### src/rtl/itt_pkg.sv
// itt_pkg: shared types and constants of the indent tree tokenizer.
// Used by the channel interfaces and the top level.
// No dependencies.
package itt_pkg;

    // Code point and event field widths
    localparam int CP_W    = 21;
    localparam int KIND_W  = 2;
    localparam int DEPTH_W = 5;
    localparam int WHITE_W = 16;

    // Indent stack geometry
    localparam int MAX_DEPTH = 16;
    localparam int LVL_W     = $clog2(MAX_DEPTH + 1);
    localparam int ADDR_W    = $clog2(MAX_DEPTH);

    // Output queue, depth must be a power of two
    localparam int FIFO_DEPTH = 4;
    localparam int FPTR_W     = $clog2(FIFO_DEPTH);
    localparam int FCNT_W     = $clog2(FIFO_DEPTH + 1);

    localparam logic [WHITE_W-1:0] WHITE_MAX = '1;

    // Characters of interest
    localparam logic [CP_W-1:0] CH_NL   = CP_W'(32'h0A);
    localparam logic [CP_W-1:0] CH_SP   = CP_W'(32'h20);
    localparam logic [CP_W-1:0] CH_HASH = CP_W'(32'h23);
    localparam logic [CP_W-1:0] CH_DQ   = CP_W'(32'h22);
    localparam logic [CP_W-1:0] CH_BT   = CP_W'(32'h60);

    typedef enum logic [KIND_W-1:0] {
        EV_NODE_BEGIN  = 2'd0,
        EV_TOKEN_BEGIN = 2'd1,
        EV_TOKEN_CHAR  = 2'd2,
        EV_TOKEN_END   = 2'd3
    } t_event_kind;

    typedef enum logic [2:0] {
        PH_LINE    = 3'd0,
        PH_COMMENT = 3'd1,
        PH_BETWEEN = 3'd2,
        PH_PLAIN   = 3'd3,
        PH_QUOTED  = 3'd4
    } t_phase;

    typedef enum logic [2:0] {
        ST_IDLE,
        ST_POP,
        ST_CMP,
        ST_PUSH,
        ST_TOKB,
        ST_CHAR
    } t_state;

    typedef struct packed {
        t_event_kind          kind;
        logic [CP_W-1:0]      char_value;
        logic [DEPTH_W-1:0]   node_depth;
        logic                 unclosed_quote;
        logic                 depth_overflow;
        logic                 last_of_run;
    } t_event;

endpackage

### src/rtl/itt_in_if.sv
// itt_in_if: input channel of the tokenizer, one code point per transaction.
// Depends on itt_pkg.
interface itt_in_if import itt_pkg::*; ();
    logic            valid;
    logic            ready;
    logic [CP_W-1:0] code_point;

    modport source (output valid, output code_point, input ready);
    modport sink   (input valid, input code_point, output ready);
endinterface

### src/rtl/itt_out_if.sv
// itt_out_if: event channel of the tokenizer, one tree event per transaction.
// Depends on itt_pkg.
interface itt_out_if import itt_pkg::*; ();
    logic               valid;
    logic               ready;
    logic [KIND_W-1:0]  event_kind;
    logic [CP_W-1:0]    char_value;
    logic [DEPTH_W-1:0] node_depth;
    logic               unclosed_quote;
    logic               depth_overflow;
    logic               last_of_run;

    modport source (output valid, output event_kind, output char_value, output node_depth,
                    output unclosed_quote, output depth_overflow, output last_of_run,
                    input ready);
    modport sink   (input valid, input event_kind, input char_value, input node_depth,
                    input unclosed_quote, input depth_overflow, input last_of_run,
                    output ready);
endinterface

### src/rtl/itt_ram.sv
// itt_ram: generic simple dual port RAM, one write and one registered read port.
// No dependencies.
module itt_ram #(
    parameter int WIDTH = 16,
    parameter int DEPTH = 16
) (
    input  logic                     i_clk,
    input  logic                     i_we,
    input  logic [$clog2(DEPTH)-1:0] i_waddr,
    input  logic [WIDTH-1:0]         i_wdata,
    input  logic [$clog2(DEPTH)-1:0] i_raddr,
    output logic [WIDTH-1:0]         o_rdata
);

    logic [WIDTH-1:0] r_mem [DEPTH];
    logic [WIDTH-1:0] r_rdata;

    always_ff @(posedge i_clk) begin
        if (i_we) begin
            r_mem[i_waddr] <= i_wdata;
        end
        r_rdata <= r_mem[i_raddr];
    end

    assign o_rdata = r_rdata;

endmodule

### src/rtl/indent_tree_tokenizer.sv
// Events: an event enters the output queue at the end of the cycle that produces it and is
// visible at o_out the next cycle if the queue was empty; a code point that starts no token
// is taken, with any event it makes, in the same cycle. Flow: a plain token start passes the
// token-begin and character states, a quoted one only token-begin; a line's first character
// first passes pop, then compare (repeated while widths pop, skipped on an empty stack), then
// push. A full output queue stalls. Reset: line start, no indentation, empty queue; RAM not cleared.
module indent_tree_tokenizer import itt_pkg::*; (
    input  logic       i_clk,
    input  logic       i_rst_n,
    itt_in_if.sink     i_in,
    itt_out_if.source  o_out
);

    t_state              r_state, n_state;
    t_phase              r_phase, n_phase;
    logic [WHITE_W-1:0]  r_white, n_white;
    logic [LVL_W-1:0]    r_lvl, n_lvl;
    logic                r_bt, n_bt;
    logic [CP_W-1:0]     r_cp, n_cp;

    // Output queue
    t_event              r_fifo [FIFO_DEPTH];
    logic [FPTR_W-1:0]   r_wptr, r_rptr;
    logic [FCNT_W-1:0]   r_cnt;
    logic                fifo_full, push, pop;
    t_event              push_ev;

    // Width RAM
    logic                ram_we;
    logic [ADDR_W-1:0]   ram_waddr, ram_raddr;
    logic [WHITE_W-1:0]  ram_wdata, ram_rdata;

    logic                accept;
    logic [CP_W-1:0]     cp;
    logic                is_nl, is_white, is_hash, is_close;
    logic [LVL_W-1:0]    lvl_m1, lvl_m2;
    logic                stack_full, pop_hit;

    function automatic t_event mk_event(t_event_kind kind, logic [CP_W-1:0] ch,
                                        logic [DEPTH_W-1:0] depth, logic unc,
                                        logic ovf, logic last);
        t_event ev;
        ev.kind           = kind;
        ev.char_value     = ch;
        ev.node_depth     = depth;
        ev.unclosed_quote = unc;
        ev.depth_overflow = ovf;
        ev.last_of_run    = last;
        return ev;
    endfunction

    itt_ram #(
        .WIDTH (WHITE_W),
        .DEPTH (MAX_DEPTH)
    ) u_width_ram (
        .i_clk   (i_clk),
        .i_we    (ram_we),
        .i_waddr (ram_waddr),
        .i_wdata (ram_wdata),
        .i_raddr (ram_raddr),
        .o_rdata (ram_rdata)
    );

    assign fifo_full  = (r_cnt == FCNT_W'(FIFO_DEPTH));
    assign i_in.ready = (r_state == ST_IDLE) && !fifo_full;
    assign accept     = i_in.valid && i_in.ready;
    assign cp         = i_in.code_point;

    assign is_nl    = (cp == CH_NL);
    assign is_white = (cp <= CH_SP);
    assign is_hash  = (cp == CH_HASH);
    assign is_close = (cp == (r_bt ? CH_BT : CH_DQ));

    assign lvl_m1     = r_lvl - LVL_W'(1);
    assign lvl_m2     = r_lvl - LVL_W'(2);
    assign stack_full = (r_lvl == LVL_W'(MAX_DEPTH));
    assign pop_hit    = (ram_rdata >= r_white);

    // Next state
    always_comb begin
        n_state = r_state;
        unique case (r_state)
            ST_IDLE: begin
                if (accept) begin
                    unique case (r_phase)
                        PH_COMMENT, PH_PLAIN, PH_QUOTED: n_state = ST_IDLE;
                        PH_BETWEEN: begin
                            if (!is_white && !is_hash) n_state = ST_TOKB;
                        end
                        default: begin
                            if (!is_white && !is_hash) n_state = ST_POP;
                        end
                    endcase
                end
            end
            ST_POP:  n_state = (r_lvl == '0) ? ST_PUSH : ST_CMP;
            ST_CMP: begin
                if (!pop_hit || lvl_m1 == '0) n_state = ST_PUSH;
            end
            ST_PUSH: begin
                if (!fifo_full) n_state = ST_TOKB;
            end
            ST_TOKB: begin
                if (!fifo_full) n_state = (r_cp == CH_DQ || r_cp == CH_BT) ? ST_IDLE : ST_CHAR;
            end
            ST_CHAR: begin
                if (!fifo_full) n_state = ST_IDLE;
            end
            default: n_state = ST_IDLE;
        endcase
    end

    // Datapath and outputs
    always_comb begin
        n_phase   = r_phase;
        n_white   = r_white;
        n_lvl     = r_lvl;
        n_bt      = r_bt;
        n_cp      = r_cp;
        push      = 1'b0;
        push_ev   = mk_event(EV_TOKEN_END, '0, '0, 1'b0, 1'b0, 1'b1);
        ram_we    = 1'b0;
        ram_waddr = r_lvl[ADDR_W-1:0];
        ram_wdata = r_white;
        ram_raddr = lvl_m1[ADDR_W-1:0];

        unique case (r_state)
            ST_IDLE: begin
                if (accept) begin
                    n_cp = cp;
                    unique case (r_phase)
                        PH_COMMENT: begin
                            if (is_nl) begin
                                n_phase = PH_LINE;
                                n_white = '0;
                            end
                        end
                        PH_BETWEEN: begin
                            if (is_nl) begin
                                n_phase = PH_LINE;
                                n_white = '0;
                            end else if (!is_white && is_hash) begin
                                n_phase = PH_COMMENT;
                            end
                        end
                        PH_PLAIN: begin
                            push = 1'b1;
                            if (is_nl) begin
                                n_phase = PH_LINE;
                                n_white = '0;
                            end else if (is_white) begin
                                n_phase = PH_BETWEEN;
                            end else begin
                                push_ev = mk_event(EV_TOKEN_CHAR, cp, '0, 1'b0, 1'b0, 1'b1);
                            end
                        end
                        PH_QUOTED: begin
                            push = 1'b1;
                            if (is_nl) begin
                                push_ev = mk_event(EV_TOKEN_END, '0, '0, 1'b1, 1'b0, 1'b1);
                                n_phase = PH_LINE;
                                n_white = '0;
                            end else if (is_close) begin
                                n_phase = PH_BETWEEN;
                            end else begin
                                push_ev = mk_event(EV_TOKEN_CHAR, cp, '0, 1'b0, 1'b0, 1'b1);
                            end
                        end
                        default: begin
                            // line start, also any stray phase code
                            n_phase = PH_LINE;
                            if (is_nl) begin
                                n_white = '0;
                            end else if (is_white) begin
                                if (r_white != WHITE_MAX) n_white = r_white + WHITE_W'(1);
                            end else if (is_hash) begin
                                n_phase = PH_COMMENT;
                            end
                        end
                    endcase
                end
            end
            ST_POP: begin
                ram_raddr = lvl_m1[ADDR_W-1:0];
            end
            ST_CMP: begin
                // read data belongs to entry r_lvl-1; prefetch the one below on a pop
                ram_raddr = lvl_m2[ADDR_W-1:0];
                if (pop_hit) n_lvl = lvl_m1;
            end
            ST_PUSH: begin
                if (!fifo_full) begin
                    push    = 1'b1;
                    ram_we  = 1'b1;
                    n_white = '0;
                    if (stack_full) begin
                        ram_waddr = ADDR_W'(MAX_DEPTH - 1);
                        push_ev   = mk_event(EV_NODE_BEGIN, '0, DEPTH_W'(r_lvl),
                                             1'b0, 1'b1, 1'b0);
                    end else begin
                        n_lvl   = r_lvl + LVL_W'(1);
                        push_ev = mk_event(EV_NODE_BEGIN, '0, DEPTH_W'(r_lvl + LVL_W'(1)),
                                           1'b0, 1'b0, 1'b0);
                    end
                end
            end
            ST_TOKB: begin
                if (!fifo_full) begin
                    push = 1'b1;
                    if (r_cp == CH_DQ || r_cp == CH_BT) begin
                        push_ev = mk_event(EV_TOKEN_BEGIN, '0, '0, 1'b0, 1'b0, 1'b1);
                        n_bt    = (r_cp == CH_BT);
                        n_phase = PH_QUOTED;
                    end else begin
                        push_ev = mk_event(EV_TOKEN_BEGIN, '0, '0, 1'b0, 1'b0, 1'b0);
                    end
                end
            end
            ST_CHAR: begin
                if (!fifo_full) begin
                    push    = 1'b1;
                    push_ev = mk_event(EV_TOKEN_CHAR, r_cp, '0, 1'b0, 1'b0, 1'b1);
                    n_phase = PH_PLAIN;
                end
            end
            default: ;
        endcase
    end

    assign pop = o_out.valid && o_out.ready;

    always_ff @(posedge i_clk) begin
        if (!i_rst_n) begin
            r_state <= ST_IDLE;
            r_phase <= PH_LINE;
            r_white <= '0;
            r_lvl   <= '0;
            r_bt    <= 1'b0;
            r_wptr  <= '0;
            r_rptr  <= '0;
            r_cnt   <= '0;
        end else begin
            r_state <= n_state;
            r_phase <= n_phase;
            r_white <= n_white;
            r_lvl   <= n_lvl;
            r_bt    <= n_bt;
            if (push) r_wptr <= r_wptr + FPTR_W'(1);
            if (pop)  r_rptr <= r_rptr + FPTR_W'(1);
            unique case ({push, pop})
                2'b10:   r_cnt <= r_cnt + FCNT_W'(1);
                2'b01:   r_cnt <= r_cnt - FCNT_W'(1);
                default: r_cnt <= r_cnt;
            endcase
        end
    end

    always_ff @(posedge i_clk) begin
        r_cp <= n_cp;
        if (push) r_fifo[r_wptr] <= push_ev;
    end

    assign o_out.valid          = (r_cnt != '0);
    assign o_out.event_kind     = r_fifo[r_rptr].kind;
    assign o_out.char_value     = r_fifo[r_rptr].char_value;
    assign o_out.node_depth     = r_fifo[r_rptr].node_depth;
    assign o_out.unclosed_quote = r_fifo[r_rptr].unclosed_quote;
    assign o_out.depth_overflow = r_fifo[r_rptr].depth_overflow;
    assign o_out.last_of_run    = r_fifo[r_rptr].last_of_run;

endmodule
### src/flat_wrapper.sv
// flat-port wrapper written by rule: the top's interface ports become plain ports
module indent_tree_tokenizer_flat import itt_pkg::*;
  (i_clk, i_rst_n, i_in_valid, i_in_code_point, i_in_ready, o_out_valid, o_out_event_kind, o_out_char_value, o_out_node_depth, o_out_unclosed_quote, o_out_depth_overflow, o_out_last_of_run, o_out_ready);
  itt_in_if i_in_i ();
  itt_out_if o_out_i ();
  input  logic i_clk;
  input  logic i_rst_n;
  input wire logic [$bits(i_in_i.valid)-1:0] i_in_valid;
  input wire logic [$bits(i_in_i.code_point)-1:0] i_in_code_point;
  output wire logic [$bits(i_in_i.ready)-1:0] i_in_ready;
  output wire logic [$bits(o_out_i.valid)-1:0] o_out_valid;
  output wire logic [$bits(o_out_i.event_kind)-1:0] o_out_event_kind;
  output wire logic [$bits(o_out_i.char_value)-1:0] o_out_char_value;
  output wire logic [$bits(o_out_i.node_depth)-1:0] o_out_node_depth;
  output wire logic [$bits(o_out_i.unclosed_quote)-1:0] o_out_unclosed_quote;
  output wire logic [$bits(o_out_i.depth_overflow)-1:0] o_out_depth_overflow;
  output wire logic [$bits(o_out_i.last_of_run)-1:0] o_out_last_of_run;
  input wire logic [$bits(o_out_i.ready)-1:0] o_out_ready;
  assign i_in_i.valid = i_in_valid;
  assign i_in_i.code_point = i_in_code_point;
  assign i_in_ready = i_in_i.ready;
  assign o_out_valid = o_out_i.valid;
  assign o_out_event_kind = o_out_i.event_kind;
  assign o_out_char_value = o_out_i.char_value;
  assign o_out_node_depth = o_out_i.node_depth;
  assign o_out_unclosed_quote = o_out_i.unclosed_quote;
  assign o_out_depth_overflow = o_out_i.depth_overflow;
  assign o_out_last_of_run = o_out_i.last_of_run;
  assign o_out_i.ready = o_out_ready;
  indent_tree_tokenizer u_core (.i_clk(i_clk), .i_rst_n(i_rst_n), .i_in(i_in_i), .o_out(o_out_i));
endmodule
### config.mk
export PLATFORM = sky130hd
export DESIGN_NAME = indent_tree_tokenizer_flat
export DESIGN_NICKNAME = d
export VERILOG_FILES = /design/src/rtl/itt_pkg.sv /design/src/rtl/itt_in_if.sv /design/src/rtl/itt_out_if.sv /design/src/rtl/itt_ram.sv /design/src/rtl/indent_tree_tokenizer.sv /design/src/flat_wrapper.sv
export SDC_FILE = /design/constraint.sdc
export NUM_CORES = 1
export LEC_CHECK = 0
export ABC_AREA = 1
export BUFFER_PORTS_ARGS = -buffer_cell sky130_fd_sc_hd__buf_2
export CAP_MARGIN = 40
export CORE_MARGIN = 2
export CORE_UTILIZATION = 40
export CTS_CLUSTER_SIZE = 24
export DETAILED_ROUTE_END_ITERATION = 8
export HOLD_SLACK_MARGIN = 0.05
export PLACE_DENSITY = 0.58
export SKIP_CTS_REPAIR_TIMING = 1
export SLEW_MARGIN = 5
export SYNTH_ARGS = -nofsm -noshare
export SYNTH_HDL_FRONTEND = slang
export SYNTH_SLANG_ARGS = --single-unit
### constraint.sdc
create_clock -name i_clk -period 7.1 [get_ports i_clk]
set_clock_uncertainty 0.15 [all_clocks]
set_input_delay 0 -clock i_clk [delete_from_list [all_inputs] [get_ports i_clk]]
set_output_delay 0 -clock i_clk [all_outputs]
set_load 0.01 [all_outputs]
==> summary.md <==
| Metric | Value |
|---|---|
| Status | complete, no violations |
| Row count | 81 |
| RSZ-0062 raised after global routing | false |
| FMAX | 288 MHz |
| Core area | 48700 um2 |
| 1st-pass router iterations | 5 |
| Dominant cell type by area after synthesis | edfxtp_1 |
| Final Util | 0.469 |
| Filler Cell Count | 4466 |
| Clk Latency, worst-skew pair | between 0.5 and 0.6 ns |
| Total power | ~0.01 W |
| DRT iter0 DRCs | 1236 |
| Worst path bufs/invs | 4 |
| Final Max Slew Viols | 0 |
| Gp weighted congestion | roughly 0.90 |
| Post-Synthesis Cells | ~1800 |
| Slew Limit Headroom | 0.407 |
| Clock Pin Slew Worst Setup and Hold Paths | about 0.06 ns |
| Crit-path slowest cell | nor2_2 |
| Max_cap viols | 0 |
| CTS sink cnt | 454 |
| Setup crit end kind | register |
| Worst path max stage delay | between 0.6 and 0.7 ns |
| Design area | 22800 um2 |
| Maximum vdd drop | ~280 uV |
| Yosys reg bits | 454 |
| Ant. Diodes | 0 |
| Nets | about 1900 |
| CP startpoint kind | register |
| WS Path Type | reg -> reg |
| Primary FF master, synth | edfxtp_1 |
| CP Max Fanout | 9 |
| Final setup vio count | 0 |
| Antenna violations before repair | 0 |
| Min Tclk post-route | approximately 3.5 ns |
| Critical Path AT | between 3 and 4 ns |
| Synth unique cells | 41 |
| Drt via density | 5.31 |
| Synth top area cells | edfxtp_1 (61%), dfxtp_1 (5.4%), o21ai_0 (5.1%), a21oi_1 (4.4%), nand2_1 (3.7%) |
| TritonCTS clock tree | built |
| Share of cells above drive strength 1 | 0.110 |
| Max clock buf depth | 3 |
| Net Count, Synth | 1858 |
| First-pass GRT wire length | approximately 76000 um |
| DRC | 0 |
| Synth top area share | 0.611 |
| H-tree levels | 2 |
| Cell chain of the critical path | inv_1, ha_1, nand2_1, nor2_1, inv_1, ha_1, o21ai_0, inv_1, nor2_1, nand2_1, nor2_2, buf_4 |
| PD cells | between 400 and 500 nW/um2 |
| CP delay by family, top | simple AND/OR/NAND/NOR gates |
| All-Layer GR Usage | 0.196 |
| Post-Syn Area | roughly 20000 um2 |
| Area after DPL | between 20000 and 25000 um2 |
| Synth async-reset ratio | 0 |
| Die Y | 226 um |
| Die width | 226 um |
| Die area | a little over 50000 um2 |
| Period Utilization, post-route | 0.489 |
| Starting Density | 0.404 |
| CP dominant cell by count | inv_1 |
| Vias in the first global route | 12900 |
| IO Count | just under 60 |
| Final ANT Viol Nets | 0 |
| Count of final hold-check violations | 0 |
| HPWL after DPL | 29500 um |
| Setup_tns | 0 ns |
| Area growth from synthesis to layout | 15.9% |
| Num CTS Buffers | 48 |
| Grt total ovfl | 0 |
| EDFF count, synth | 401 |
| Buffers added on ports | 57 |
| CTS root buf | clkbuf_16 |
| Total number of vias | 13700 |
| CP Data Required Time | 7.23 ns |
| Synthesized area per cell | ~11 um2 |
| Slew @ Worst Pin | 0.888 ns |
| Mean routed wirelength per cell | around 19 um |
| Total Routed Length | about 50000 um |
| Sequential fraction of the synthesis area | 0.665 |
| Ys Warns | 0 |
| Hold Crit Class | in -> reg |
| Leak | 8.20 nW |
| Largest net degree at the start of global routing | 91 |
-- layout by cell type (no fill, tap or decap), types with 4 or more instances in the layout --
master / netlist / routed
clkinv_2: 0 / 9
ha_1: 29 / 29
nand4_1: 17 / 17
xor2_1: 4 / 4
bufinv_16: 0 / 7
nand2_1: 193 / 190
nand3_1: 91 / 91
dfxtp_1: 53 / 52
o21ai_0: 199 / 199
buf_6: 1 / 4
clkbuf_1: 33 / 9
nor2_2: 1 / 8
o22ai_1: 32 / 32
o211ai_1: 65 / 65
o21ai_1: 35 / 34
clkinv_1: 3 / 6
clkbuf_8: 0 / 5
nor2_1: 189 / 175
clkbuf_16: 0 / 48
edfxtp_1: 401 / 401
buf_12: 0 / 4
nand2_2: 3 / 5
inv_1: 177 / 177
dlygate4sd3_1: 0 / 29
buf_4: 3 / 25
inv_2: 5 / 5
a21oi_1: 175 / 175
nor2_4: 0 / 7
nor3_1: 18 / 18
buf_2: 49 / 57
-- state kept, by name, indices dropped and copies added, names as in the netlist, named ones only --
signal and count:
u_core.r_bt 1, u_core.u_width_ram.o_rdata 16, u_core.r_rptr 2, u_core.r_cnt 3, u_core.u_width_ram.r_mem 256, u_core.r_state 3, u_core.r_wptr 2, u_core.r_phase 3
u_core.r_fifo 124, u_core.r_white 16, u_core.r_lvl 5, u_core.r_cp 21
-- per-stage QoR --
| stage | std cells | setup slack (ns) | hold WS (ns) |
|---|---|---|---|
| after floorplan | 1803 | 3.94 | -0.0511 |
| after global placement | 2460 | 3.49 | 0.0705 |
| after detailed placement | 2471 | 3.65 | 0.0766 |
| after CTS | 2560 | 3.64 | -0.537 |
| after global routing | 2589 | 3.39 | 0.0504 |
| final | 2589 | 3.63 | 0.0518 |
-- routing by layer --
metal / global-route usage / wire length (um)
met5: 0 / 0
met1: 0.271 / 22500
met2: 0.315 / 23200
met3: 0.0298 / 2920
met4: 0.0709 / 1550
-- cells by family (layout without fill, tap and decap cells) --
family	after synthesis	in the layout	synth area share
fa+ha+maj	30	30	0.0194
buf+inv	276	398	0.0570
flops	454	454	0.665
compound gates	516	516	0.143
xor+xnor	7	7	0.00349
simple gates	520	520	0.112
-- power by group --
part | leakage (nW) | internal (W) | switching (W)
registers | 4.21 | 0.00327 | 0.000164
clock network | 0.813 | 0.00156 | 0.00105
logic | 3.18 | 0.00125 | 0.00274
-- layout make-up --
| type | instances | area (um2) | share of cell area |
|---|---|---|---|
| tap | 664 | 831 | 0.0364 |
| clock inverter | 27 | 355 | 0.0156 |
| sequential | 454 | 13100 | 0.574 |
| multi-input combinational | 1073 | 5570 | 0.244 |
| timing repair buffer | 122 | 971 | 0.0425 |
| inverter | 187 | 707 | 0.0309 |
| clock buffer | 62 | 1300 | 0.0571 |
-- Yosys cell counts, types with 2 or more instances --
library cell / count
a21oi_1: 175
a21oi_2: 2
clkbuf_1: 33
a21o_1: 2
nor3_1: 18
o21ai_1: 35
nor2_1: 189
clkbuf_2: 2
clkinv_1: 3
inv_4: 2
a31oi_1: 2
o21ai_0: 199
o211ai_1: 65
xor2_1: 4
xnor2_1: 2
nand3_1: 91
nand4_1: 17
buf_4: 3
nand2_4: 2
dfxtp_1: 53
edfxtp_1: 401
nand3_4: 2
nor3b_1: 2
inv_1: 177
o22ai_1: 32
buf_2: 49
inv_2: 5
ha_1: 29
nand2_2: 3
nand2_1: 193
-- worst paths after layout --
path	to	cells after the start	start	slack [ns]
worst min register to register	register	2	u_core.r_rptr[1]	0.33
worst max-delay path	u_core.u_width_ram.r_mem[13][11]	12	u_core.r_lvl[0]	3.63
worst min-delay path	u_core.r_cp[14]	2	i_in_code_point[14]	0.05
worst max register to register	u_core.u_width_ram.r_mem[13][11]	12	u_core.r_lvl[0]	3.63
Power figures use the tool's default switching activity.
